===== config.mk =====
export PLATFORM = sky130hd
export DESIGN_NAME = udiv_step
export DESIGN_NICKNAME = d
export VERILOG_FILES = /design/src/design/udiv_pkg.sv /design/src/design/udiv_step.sv
export SDC_FILE = /design/constraint.sdc
export NUM_CORES = 1
export LEC_CHECK = 0
export BUFFER_PORTS_ARGS = -buffer_cell sky130_fd_sc_hd__buf_2
export CAP_MARGIN = 25
export CORE_MARGIN = 2
export CORE_UTILIZATION = 30
export CTS_BUF_LIST = sky130_fd_sc_hd__clkbuf_16
export DETAILED_ROUTE_END_ITERATION = 7
export PLACE_DENSITY_LB_ADDON = 0.08
export SKIP_LAST_GASP = 1
export SYNTH_ARGS = -nofsm -noshare
export SYNTH_HDL_FRONTEND = slang
export SYNTH_SLANG_ARGS = --single-unit

===== constraint.sdc =====
create_clock -name clk -period 0.8 [get_ports clk]
set_clock_uncertainty 0.1 [all_clocks]
set_input_delay 0.08 -clock clk [delete_from_list [all_inputs] [get_ports clk]]
set_output_delay 0.08 -clock clk [all_outputs]
set_load 0.01 [all_outputs]

===== src/design/udiv_pkg.sv =====
// udiv_pkg: shared constants and types for the 64-by-32 saturating divider.
// Used by udiv_step and udiv64by32_saturating_unit. No dependencies.
`default_nettype none

package udiv_pkg;

	// Default word width. The dividend is two words, the divisor and quotient one.
	localparam int WORD_BITS_DEF = 32;

	// Fixed port widths.
	localparam int DIVIDEND_BITS = 64;
	localparam int DIVISOR_BITS  = 32;
	localparam int QUOTIENT_BITS = 32;

	typedef enum logic [1:0] {
		ST_OK   = 2'd0,
		ST_OVF  = 2'd1,
		ST_DIV0 = 2'd2
	} status_t;

	// Control that travels with each word down the pipeline.
	typedef struct packed {
		logic    valid;
		status_t status;
	} ctl_t;

endpackage : udiv_pkg

`default_nettype wire


===== src/design/udiv_step.sv =====
// udiv_step: one registered restoring-division step (one quotient bit).
// Depends on udiv_pkg for the control struct.
`default_nettype none

module udiv_step #(
	parameter int WORD_BITS = udiv_pkg::WORD_BITS_DEF
) (
	input  wire                  clk,
	input  wire                  arst_n,
	input  udiv_pkg::ctl_t       in_ctl,
	input  wire [WORD_BITS-1:0]  in_rem,
	input  wire [WORD_BITS-1:0]  in_lq,
	input  wire [WORD_BITS-1:0]  in_dv,
	output udiv_pkg::ctl_t       out_ctl,
	output logic [WORD_BITS-1:0] out_rem,
	output logic [WORD_BITS-1:0] out_lq,
	output logic [WORD_BITS-1:0] out_dv
);

	// lq: untaken dividend bits at the top, quotient bits entering at the bottom.
	logic [WORD_BITS+1:0] diff;
	logic                 borrow;
	logic [WORD_BITS-1:0] rem_nxt;
	logic [WORD_BITS-1:0] lq_nxt;

	always_comb begin
		diff    = {1'b0, in_rem, in_lq[WORD_BITS-1]} - {2'b00, in_dv};
		borrow  = diff[WORD_BITS+1];
		rem_nxt = borrow ? {in_rem[WORD_BITS-2:0], in_lq[WORD_BITS-1]} : diff[WORD_BITS-1:0];
		lq_nxt  = {in_lq[WORD_BITS-2:0], ~borrow};
	end

	always_ff @(posedge clk or negedge arst_n) begin
		if (!arst_n) begin
			out_ctl.valid  <= 1'b0;
			out_ctl.status <= udiv_pkg::ST_OK;
		end else begin
			out_ctl <= in_ctl;
		end
	end

	always_ff @(posedge clk) begin
		out_rem <= rem_nxt;
		out_lq  <= lq_nxt;
		out_dv  <= in_dv;
	end

endmodule : udiv_step

`default_nettype wire


==> impl_results.md <==
- Status: finished, violations left
- Failing checks: negative hold slack, negative setup slack
- Met3 Usage GRT: 0.0325
- PwrDens: 1870 nW/um2
- Post-synthesis cell count: 420
- CTS Buf Count: 9
- Leakage: 0.00396 uW
- Register bit total from synthesis: 99
- Final hold viol count: 32
- Count leader, synth: dfxtp_1
- DP Area: 6390 um2
- Drt total wl: 13.8 mm
- Routed len/inst: 13.9 um
- Slew Viols, Final: 0
- Synthesis-to-layout area growth: 84.6%
- Unique masters post-synth: 54
- Clk buf depth: 2
- Achievable Freq: 0.432 GHz
- Post-synth top area share: 0.436
- Htree depth: 3
- Synth async-reset ratio: 0.0303
- Routed vias: 4428
- Ant. Diodes: 0
- Crit Path Max Fanout: 3
- CP arrival: 2.47 ns
- Synth top cells by count: 96 x dfxtp_1, 41 x inv_1, 32 x a21oi_1, 32 x ha_1, 25 x mux2_4
- Final Setup Violations: 132
- Syn. warnings: 0
- Total power draw: 15200 uW
- Vias in the first global route: 4547
- Global-route usage over all layers: 0.174
- Hold_ws: -0.230 ns
- Die H: 125 um
- Worst VDD drop: 0.882 mV
- Synth Flop Type: dfxtp_1
- Sequential cell area fraction in the yosys report: 0.453
- Max stage delay cell, worst path: o41a_1
- Tightest Pin Transition: 0.345 ns
- Largest net degree at the start of global routing: 22
- Largest area contributor in the netlist: dfxtp_1
- Area contributors post-synth: dfxtp_1 44%, ha_1 9.1%, mux2_4 8.5%
- Clk slew on worst S/H paths: 0.08 ns
- DP HPWL: 9.95 mm
- Req. time, crit path: 0.95 ns
- CP delay by family, top: compound AO/OA/AOI/OAI gates
- Synth Area per Inst: 10.5 um2
- Crit end category: flip-flop
- Sink Count: 99
- Worst path max stage delay: 0.45 ns
- WP depth: 13
- Tmin final: 2.32 ns
- Core Area: 14400 um2
- Global route hottest layer: met2
- Critical path class: input port to flip-flop
- Nets@finish: 936
- Tcrit/Tclk final: 2.89
- Vias per Instance: 4.47
- Hold buffer count at CTS: 69
- Worst slew margin: 0.767
- CP cell instances: buf_6 -> inv_4 -> ha_4 -> inv_2 -> fa_2 -> a211oi_2 -> o211a_1 -> o31ai_4 -> o41a_1 -> a41oi_2 -> buf_4 -> xnor2_2 -> mux2_4
- CTS tree: yes
- Inst Count DP: 888
- DP Worst Slack: -2.00 ns
- Mapped cell area: 4400 um2
- Hold Crit Class: input port to flip-flop
- Hold Path Depth: 1
- Number of port buffers: 199
- Post-synth EDFFs: 0
- M1 GR Usage: 0.200
- Net Count, Synth: 554
- Final worst slack: -1.52 ns
- Worst Path Buf+Inv: 4
- Drt pass-1 iters: 4
- Unrepaired setup endpoints after global routing: yes
- DR DRC count: 0
- First DRT Iteration DRCs: 136
- Initial core utilization: 0.305
- Max cap viols: 0
- Global-route wire length before repair: 21.8 mm
- M2 GR Usage: 0.323
- Core Rows: 44
- Die span in x: 125 um
- Grt ovf: 0
- IO Pins: 200
- Worst setup SP type: input port
- Non-filler instance count after layout: 991
- Post-DRT Antenna Nets: 0
- Fraction of layout cells with a size suffix above 1: 0.545
- Final instance area: 8130 um2
- Clk root buf: clkbuf_16
- GPL Wtd Cong: 0.820
- Die ar.: 15700 um2
- Initial antenna violation count: 0
## where the power goes
part | internal (uW) | switching, uW
registers | 5510 | 181
clock network | 2280 | 2280
logic | 2870 | 2080
## metrics by stage
step / utilization / setup TNS, ns
3_3_place_gp: 0.443 / -59.69
4_1_cts: 0.539 / -64.92
5_1_grt: 0.564 / -67.58
6_report: 0.564 / -62.89
3_5_place_dp: 0.443 / -60.44
2_1_floorplan: - / -55.13
## path summary, 6_finish.rpt
check	startpoint	endpoint	slack (ns)
max	in_lq[31]	out_rem[24]	-1.52
min	in_dv[0]	out_dv[0]	-0.23
max in group asynchronous	arst_n	out_ctl[0]	0.54
min in group asynchronous	arst_n	out_ctl[2]	-0.05
## metal layers
| metal | vias to the layer above | routed length (um) |
|---|---|---|
| met5 | - | 0 |
| met1 | 2035 | 5680 |
| met4 | 0 | 198 |
| met2 | 136 | 7190 |
| met3 | 12 | 717 |
| li1 | 2245 | - |
## cells in the final DEF (no fill, tap or decap), types with 4 or more instances in the layout
| master | n |
|---|---|
| o211ai_1 | 4 |
| nand2b_1 | 4 |
| o21ai_0 | 12 |
| nor3_1 | 6 |
| a21o_1 | 6 |
| and3_1 | 4 |
| nand2_1 | 21 |
| dlygate4sd3_1 | 69 |
| dfxtp_2 | 32 |
| a21oi_1 | 26 |
| nor2_1 | 15 |
| buf_4 | 103 |
| o21a_1 | 6 |
| buf_2 | 153 |
| xor2_1 | 7 |
| nand3_1 | 4 |
| dfxtp_1 | 64 |
| clkbuf_16 | 9 |
| inv_2 | 5 |
| mux2_4 | 27 |
| inv_4 | 4 |
| ha_1 | 21 |
| inv_1 | 31 |
| xnor2_1 | 16 |
| buf_6 | 47 |
| nand4_1 | 6 |
| ha_4 | 11 |
| mux2i_1 | 6 |
| o21ai_1 | 5 |
| a21oi_2 | 7 |
| o31ai_1 | 4 |
## registers in the layout, indices dropped and copies added (netlist names)
| register | count |
|---|---|
| out_rem | 32 |
| out_ctl | 3 |
| out_dv | 32 |
| out_lq | 32 |
## area by class of cell
type	instances	area (um2)
Multi-Input combinational cell	272	2480
Timing Repair Buffer	379	2890
Fill cell	1283	6290
Inverter	41	176
Sequential cell	99	2040
Clock inverter	7	88.8
Tap cell	184	230
Clock buffer	9	225
## what timing repair did
action,CTS,global route
hold endpoints to repair,100,32
gates cloned,2,0
pin swaps,9,9
gates resized for setup,75,75
setup buffers,7,10
setup endpoints to repair,132,132
## cells by family (layout without fill, tap and decap cells)
group           after synthesis  in the layout  synth area share
flops                        99             99             0.453
buf+inv                      49            436            0.0531
compound gates              102            102             0.156
mux                          33             33             0.104
xor+xnor                     24             24            0.0477
simple gates                 80             80            0.0906
fa+ha+maj                    33             33            0.0955
No activity file was read; power rests on OpenSTA's default activity.
